[src/hw/rtl/icc_sdiv.sv]
// bit serial restoring divider, one quotient bit per cycle
// gives quotient and remainder; no dependencies
module icc_sdiv #(
  parameter int unsigned NumW = 64,
  parameter int unsigned DenW = 11
) (
  input  logic            clk_i,
  input  logic            rst_ni,
  input  logic            start_i,
  input  logic [NumW-1:0] num_i,
  input  logic [DenW-1:0] den_i,
  output logic            busy_o,
  output logic [NumW-1:0] quot_o,
  output logic [DenW-1:0] rem_o
);

  localparam int unsigned CntW = $clog2(NumW + 1);

  logic [NumW-1:0] num_q, num_d;
  logic [DenW-1:0] den_q;
  logic [DenW-1:0] rem_q, rem_d;
  logic [CntW-1:0] cnt_q, cnt_d;
  logic            busy_q, busy_d;
  logic [DenW:0]   trial;

  always_comb begin
    num_d  = num_q;
    rem_d  = rem_q;
    cnt_d  = cnt_q;
    busy_d = busy_q;
    trial  = {rem_q, num_q[NumW-1]};
    if (start_i) begin
      num_d  = num_i;
      rem_d  = '0;
      cnt_d  = CntW'(NumW);
      busy_d = 1'b1;
    end else if (busy_q) begin
      if (trial >= {1'b0, den_q}) begin
        rem_d = DenW'(trial - {1'b0, den_q});
        num_d = {num_q[NumW-2:0], 1'b1};
      end else begin
        rem_d = trial[DenW-1:0];
        num_d = {num_q[NumW-2:0], 1'b0};
      end
      cnt_d = cnt_q - 1'b1;
      if (cnt_q == CntW'(1)) begin
        busy_d = 1'b0;
      end
    end
  end

  always_ff @(posedge clk_i or negedge rst_ni) begin
    if (!rst_ni) begin
      busy_q <= 1'b0;
      cnt_q  <= '0;
    end else begin
      busy_q <= busy_d;
      cnt_q  <= cnt_d;
    end
  end

  always_ff @(posedge clk_i) begin
    num_q <= num_d;
    rem_q <= rem_d;
    if (start_i) begin
      den_q <= den_i;
    end
  end

  assign busy_o = busy_q;
  assign quot_o = num_q;
  assign rem_o  = rem_q;

endmodule

[config.mk]
export PLATFORM = sky130hd
export DESIGN_NAME = icc_sdiv
export DESIGN_NICKNAME = d
export VERILOG_FILES = /design/src/hw/rtl/icc_sdiv.sv
export SDC_FILE = /design/constraint.sdc
export NUM_CORES = 1
export LEC_CHECK = 0
export BUFFER_PORTS_ARGS = -buffer_cell sky130_fd_sc_hd__buf_2
export CORE_AREA = 2 2 177 92
export DETAILED_ROUTE_END_ITERATION = 8
export DIE_AREA = 0 0 179 94
export GPL_TIMING_DRIVEN = 0
export MAX_ROUTING_LAYER = met4
export PLACE_DENSITY = 0.49
export SLEW_MARGIN = 10
export SYNTH_ARGS = -nofsm -noshare
export SYNTH_HDL_FRONTEND = slang
export SYNTH_SLANG_ARGS = --single-unit
[constraint.sdc]
create_clock -name clk_i -period 2.65 [get_ports clk_i]
set_input_delay 0.265 -clock clk_i [delete_from_list [all_inputs] [get_ports clk_i]]
set_output_delay 0.265 -clock clk_i [all_outputs]
set_load 0.01 [all_outputs]
==> results of run 1 <==
-- flip-flops by register name (all words and copies together) (netlist names) --
| register | flops |
|---|---|
| den_q | 11 |
| quot_o | 64 |
| busy_o | 1 |
| cnt_q | 7 |
| rem_o | 11 |
-- cells in the mapped netlist (all sizes together), types with 2 or more instances --
library cell  number  area, µm²
nor2b              2       12.5
edfxtp            75       2250
nand3              5       30.0
clkbuf            10       37.5
or2                2       12.5
buf                5       27.5
o21ai             11       77.6
nor3               3       15.0
a21oi              6       30.0
nor4               4       37.5
o22ai              2       12.5
or3                2       12.5
xor2               3       26.3
nand2b             6       37.5
inv               16       60.1
mux2i              7       70.1
mux2              65        736
a211oi             9       72.6
a311oi             2       17.5
ha                13        163
o31a               2       17.5
o21a               2       15.0
nor2              22       82.6
xnor2              8       70.1
dfrtp              8        200
dfxtp             11        220
nand2              9       33.8
o211ai             3       22.5
-- layer usage --
| layer | global-route usage | up-vias | share of wire |
|---|---|---|---|
| li1 | - | 1542 | - |
| met1 | 0.163 | 1483 | 0.45 |
| met2 | 0.213 | 51 | 0.51 |
| met3 | 0.0348 | 9 | 0.037 |
| met4 | 0.0346 | 0 | 0.0090 |
| met5 | - | - | 0 |
-- area by class of cell --
type / instances / area (µm²) / share of cell area
clock buffer: 11 / 253 / 0.0432
tap: 204 / 255 / 0.0437
inverter: 16 / 60.1 / 0.0103
buffer: 15 / 66.3 / 0.0113
sequential: 94 / 2670 / 0.457
clock inverter: 5 / 38.8 / 0.00664
timing repair buffer: 155 / 803 / 0.137
multi-input combinational: 198 / 1700 / 0.290
-- worst paths after layout --
check | startpoint | end | slack [ns]
worst max register to register | quot_o[63]$_DFFE_PP_ | rem_o[9]$_SDFFE_PP0P_ | 0.20
worst max-delay path | quot_o[63]$_DFFE_PP_ | rem_o[9]$_SDFFE_PP0P_ | 0.20
worst min register to register | cnt_q[6]$_DFFE_PN0P_ | cnt_q[6]$_DFFE_PN0P_ | 0.52
min in group asynchronous | rst_ni | cnt_q[5]$_DFFE_PN0P_ | 0.29
worst min-delay path | den_i[8] | den_q[8]$_DFFE_PP_ | 0.1
max in group asynchronous | rst_ni | cnt_q[4]$_DFFE_PN0P_ | 2.18
-- kinds of logic after synthesis --
group / after synthesis
AO/OA/AOI/OAI: 40
buffers and inverters: 31
multiplexers: 72
XOR/XNOR: 11
AND/OR/NAND/NOR: 61
flip-flops: 94
adder cells (fa/ha/maj): 14
-- what timing repair did --
action / CTS / global route
hold buffers: 1 / 0
endpoints found under the setup margin: 0 / 51
gates resized for setup: 0 / 2
hold endpoints to repair: 8 / 0
-- where the power goes --
part	internal [mW]	switching, mW
clock	0.698	0.579
sequential	1.89	0.192
combinational	0.729	0.788
-- through the flow --
step	util	setup TNS (ns)	worst slack [ns]	std cells
5_1_grt	0.385	0	0.00300	698
3_3_place_gp	0.363	-57.79	-0.907	680
2_1_floorplan	-	0	0.340	323
4_1_cts	0.385	0	0.165	698
3_5_place_dp	0.365	-9.43	-0.165	681
6_report	0.385	0	0.198	698
==> results.toml, run 1 <==
[global_routing]
grt_max_degree = 59
first_global_vias = 3051
global_route.usage.total = 0.131
grt_antenna_before_repair = 0
grt_overflow_total = 0
first_pass_grt_wire_length_um = 16300

[drt]
detail_route.first_pass.iterations = 4
routedWlPerCell_um = 15.0
viasPerCell = 4.42
detail_route.wirelength_um = 10500
antenna_left = 0
route.detailed.drc = 0
drtIter0Drc = 176
detailroute.via_count = 3085

[floorplanning]
number_of_ports_placed_on_the_die_boundary = 154
fp-row-count = 32
core_um2 = 15200
start_util = 0.296
die_height_um = 94
die_area_um2 = 16800
chipWidth_um = 179

[yosys]
synth_compound_area_frac = 0.0641
synth.net_count = 415
synth.yosys.seq_area_share = 0.595
synth-seq-cells = 94
syn-mean-instance-area_um2 = 13.9
syn_area_um2 = 4490
synthArstFlopShare = 0.0851
yosysWarningCount = 0
synthFlopType = "edfxtp_1"
synthCells = 323
combinational_family_with_the_most_area_after_synthesis = "multiplexers"
post_synthesis_adder_cell_area_fraction = 0.0407
synthSimpleGateAreaFrac = 0.0713
synth-xor-area-share = 0.0215
synth.mux.area_fraction = 0.179
number_of_enable_flip_flop_cells_after_synthesis = 75
number_of_distinct_library_cells_after_synthesis = 46

[clock_network]
numCtsBuffers = 9
worstSkewPairLatency_ns = 0.34
cts.sink_count = 94
clock_tree.root_cell = "clkbuf_16"
clock_tree_from_tritoncts = "done"
clkSlewWorstSetupHoldPaths_ns = 0.07
cts_max_path_buffers = 2
post-cts-setup-buffers = 0
cts_max_level = 3

[sta]
rsz0062_at_grt = "false"
final_max_slew_viol_count = 0
layout_skew_ns = 0.0116
worst_pin_slew_ns = 0.549
finalSetupViolCount = 0
tmin_final_ns = 2.45
relSlewSlack = 0.634
final.period_utilization = 0.925
final.hold.worst_slack_ns = 0.0989
max_clock_freq_ghz = 0.408
hold_violations = 0

[pwr]
power.density_cell_area_nw_per_um2 = 835
totalPowerFinal_mw = 4.88
total_leakage_power_nw = 2.50
vdd_ir_drop_max_v = 0.000280

[setup_path]
r2r.worst_path.cells = 10
worst_setup_path_start_kind = "register"
critical_path_required_ns = 2.90
critical_path_buf_inv_count = 2
critical_path.top_delay_family = "compound AO/OA/AOI/OAI gates"
cell_chain_of_the_critical_path = "inv_1 -> ha_1 -> fa_1 -> nor2b_1 -> o31a_1 -> o21ai_4 -> o21ai_4 -> buf_6 -> o21ai_1 -> a311oi_1"
setup.worst_path.class = "register to register"
critPathSlowestCell = "fa_1"
cp.depth = 10
cp_max_fo = 10
arrival_time_at_the_worst_endpoint_ns = 2.70
critical_path.max_stage_delay_ns = 0.42
cpMostUsedCell = "o21ai_4"
kind_of_end_point_of_the_critical_path = "register"

[placed_design]
gpl.final_weighted_congestion = 0.752
detailed_place.area_um2 = 5540
place_hpwl_um = 7820
numPortBuffers = 153

[layout]
post-route-cell-area_um2 = 5840
drive_gt1_frac = 0.498
layout.cells.most_common = "buf_2"
most-common-layout-cells = "buf_2 (154), edfxtp_1 (75), mux2_2 (64)"
area_delta_synth_final_pct = 30.1
finalNetCount = 581
antenna_cells = 0
fillcell_total = 1501

[job]
cap_viol_max_count = 0

[run_status]
outcome = "complete, no violations"

[min_path]
worst_hold_path.num_cells = 1
min-delay-path-class = "input port to register"
(Power assumes the default switching activity.)
==> run 2, diff against run 1 <==
Settings changed: ABC_AREA set to 1, CORE_AREA 2 2 177 92 to 2 2 181 94, DIE_AREA 0 0 179 94 to 0 0 183 96.
==> run 2 against run 1 <==
Net effect: combinational power barely moved; clock-buffer cell count fell by 2; synthesized cell count rose by 68%; utilization fell by 0.50 points; non-clock buffer count rose by 5; sequential power fell by 5%; critical endpoint unchanged; total power fell by 0.84%; via count rose by 33%; clock skew fell by 0.0038 ns; die area rose by 4.4%; critical path type unchanged; highest routed layer unchanged.
==> results.toml, run 2 <==
[sta]
rsz0062_at_grt = "false"
slack_of_the_critical_path_ns = 0.550
relSlewSlack = 0.577
hold_violations = 0
final.hold.worst_slack_ns = 0.0917
layout_skew_ns = 0.00785
max_clock_freq_ghz = 0.476
final.period_utilization = 0.792
final_max_slew_viol_count = 0
worst_pin_slew_ns = 0.635
tmin_final_ns = 2.10
finalSetupViolCount = 0

[pwr]
power.density_cell_area_nw_per_um2 = 795
p_sw_mw = 1.68
switching_share = 0.347
vdd_ir_drop_max_v = 0.000322
intPower_mw = 3.16
clockPowerShare = 0.276
p_seq_frac = 0.409
power.combinational.fraction = 0.315
total_leakage_power_nw = 3.15

[yosys]
yosysWarningCount = 0
leading_area_contributor_after_synthesis = "edfxtp_1"
post_synth_main_area_contributors = "edfxtp_1 (48%), nand2_1 (21%), dfxtp_1 (4.7%)"
synth_commonest_cells = "nand2_1 (260), edfxtp_1 (75), inv_1 (52), nand3_1 (28)"
synthArstFlopShare = 0.0851
yosys.area.top_type_share = 0.477
syn-mean-instance-area_um2 = 8.72
synthCells = 542
synthFlopType = "edfxtp_1"
syn_area_um2 = 4730
synth.net_count = 634
most_common_cell_in_the_netlist = "nand2_1"
number_of_enable_flip_flop_cells_after_synthesis = 75
synth-seq-cells = 94
number_of_distinct_library_cells_after_synthesis = 31
synth.yosys.seq_area_share = 0.566

[placed_design]
placement.setup.worst_slack_ns = 0.566
numPlacedInstances = 906
numPortBuffers = 153
gpl.final_weighted_congestion = 0.875
place_hpwl_um = 10200

[drt]
detailroute.via_count = 4088
routedWlPerCell_um = 14.9
viasPerCell = 4.42
detail_route.first_pass.iterations = 4
routed.top_layer = "met4"
detail_route.wirelength_um = 13700
drtIter0Drc = 266
route.detailed.drc = 0
wl_met1_um = 6910
wl_met3_um = 1260
antenna_left = 0
wl_met2_um = 5480

[setup_path]
worst_setup_path_startpoint = "quot_o[63]$_DFFE_PP_"
worst_setup_path_start_kind = "register"
rrSetupSlack_ns = 0.55
kind_of_end_point_of_the_critical_path = "register"
r2r_start = "quot_o[63]$_DFFE_PP_"
cp_max_fo = 10
critical_path_required_ns = 2.89
endpoint_of_the_worst_register_to_register_path = "rem_o[9]$_SDFFE_PP0P_"
r2r.worst_path.cells = 12
setup.worst_path.class = "register to register"
arrival_time_at_the_worst_endpoint_ns = 2.34

[layout]
drive_gt1_frac = 0.285
finish.cell_count_without_fillers = 925
finalNetCount = 800
area_delta_synth_final_pct = 28.9
largest_register_ff_count = 64
layout.cells.most_common = "nand2_1"
most-common-layout-cells = "nand2_1 (260), buf_2 (158), edfxtp_1 (75)"

[global_routing]
grt_overflow_total = 0
grt_antenna_before_repair = 3
first_pass_grt_wire_length_um = 21500
grt_max_degree = 44
global_route.usage.total = 0.166
first_global_vias = 4070

[run_status]
outcome = "complete, no violations"

[floorplanning]
fp-row-count = 33
start_util = 0.295
die_area_um2 = 17600
number_of_ports_placed_on_the_die_boundary = 154
die_height_um = 96
core_um2 = 16000
chipWidth_um = 183

[clock_network]
cts.sink_count = 94
cts_max_level = 3
clock_tree.root_cell = "clkbuf_16"
worstSkewPairLatency_ns = 0.35
numCtsBuffers = 9
cts_max_path_buffers = 2
clkSlewWorstSetupHoldPaths_ns = 0.07
clock_tree_from_tritoncts = "done"

[min_path]
worst_hold_path.num_cells = 1
hp-start = "den_i[5]"
hold_critical_path_endpoint = "den_q[5]$_DFFE_PP_"
min-delay-path-class = "input port to register"

[job]
cap_viol_max_count = 0
[run 2: cell types whose count changed in the layout (fill, tap and decap cells not counted), moves of 7 or more]
cell      delta
a211oi_1     -8
inv_1       +35
mux2_2      -64
nor2_1       -8
nand2_2     +12
mux2i_1      -7
nand3_1     +24
nand2_1    +251
nand4_1     +13
[run 2: routing by layer]
layer,up-vias,track usage
met1,1869,0.229
met4,0,0.0340
met2,132,0.230
met3,7,0.0617
li1,2080,-
met5,-,-
[run 2: final cells by class]
class                   count  area, µm²
fillers                  1681       9930
flip-flops and latches     94       2670
multi-input cells         373       1740
repair buffers            155        796
well taps                 210        263
clock buffers               9        225
inverters                  55        209
plain buffers              20        105
clock inverters             6       70.1
diodes                      3       7.51
[run 2: per-stage QoR]
stage / instance area (µm²) / total power, mW / util / TNS, ns
after detailed placement: 5780 / 3.53 / 0.361 / 0
after floorplan: 4730 / 3.01 / - / 0
final: 6090 / 4.84 / 0.380 / 0
after global placement: 5750 / 3.51 / 0.359 / -40.87
after CTS: 6080 / 4.90 / 0.380 / 0
after global routing: 6090 / 5.16 / 0.380 / 0
[run 2: worst max path at each step]
| stage | slack (ns) | endpoint | depth (start not counted) |
|---|---|---|---|
| finish | 0.55 | rem_o[9]$_SDFFE_PP0P_ | 12 |
| CTS | 0.54 | rem_o[9]$_SDFFE_PP0P_ | 12 |
| global placement | -0.63 | quot_o[41]$_DFFE_PP_ | 3 |
| detailed placement | 0.57 | rem_o[9]$_SDFFE_PP0P_ | 12 |
| floorplan | 0.42 | quot_o[0]$_DFFE_PP_ | 2 |
| global route | 0.33 | rem_o[7]$_SDFFE_PP0P_ | 12 |
[run 2: power groups by stage]
stage | Sequential [mW] | Clock, mW | Combinational (mW)
finish | 1.98 | 1.34 | 1.52
floorplan | 2.07 | 0 | 0.948
global placement | 2.00 | 0 | 1.51
detailed placement | 2.00 | 0 | 1.53
global route | 2.01 | 1.43 | 1.73
CTS | 1.98 | 1.38 | 1.53
[run 2: what timing repair did]
item | CTS | global route
hold endpoints to repair | 8 | 0
hold buffers | 1 | 0
buffers inserted | 0 | 0
endpoints found under the setup margin | 0 | 0
resized for setup | 0 | 0
[run 2: cell families (layout without fill, tap and decap cells)]
logic type	after synthesis	after routing	share of synthesized area
other cells	0	3	0
buf+inv	75	245	0.0659
compound gates	15	15	0.0177
flops	94	94	0.566
xor+xnor	3	3	0.00556
fa+ha+maj	14	14	0.0387
simple gates	341	341	0.307
[run 2: worst max-delay path, stage by stage, from the launching register on]
cell      delay [ns]
edfxtp_1        0.35
inv_1           0.07
ha_1            0.23
fa_1            0.41
inv_1           0.09
nand3_1         0.08
nand3_2         0.13
nand2_2         0.09
nand4_2         0.14
buf_12          0.17
nand3_2         0.09
nand3_1         0.08
nand2_1         0.05
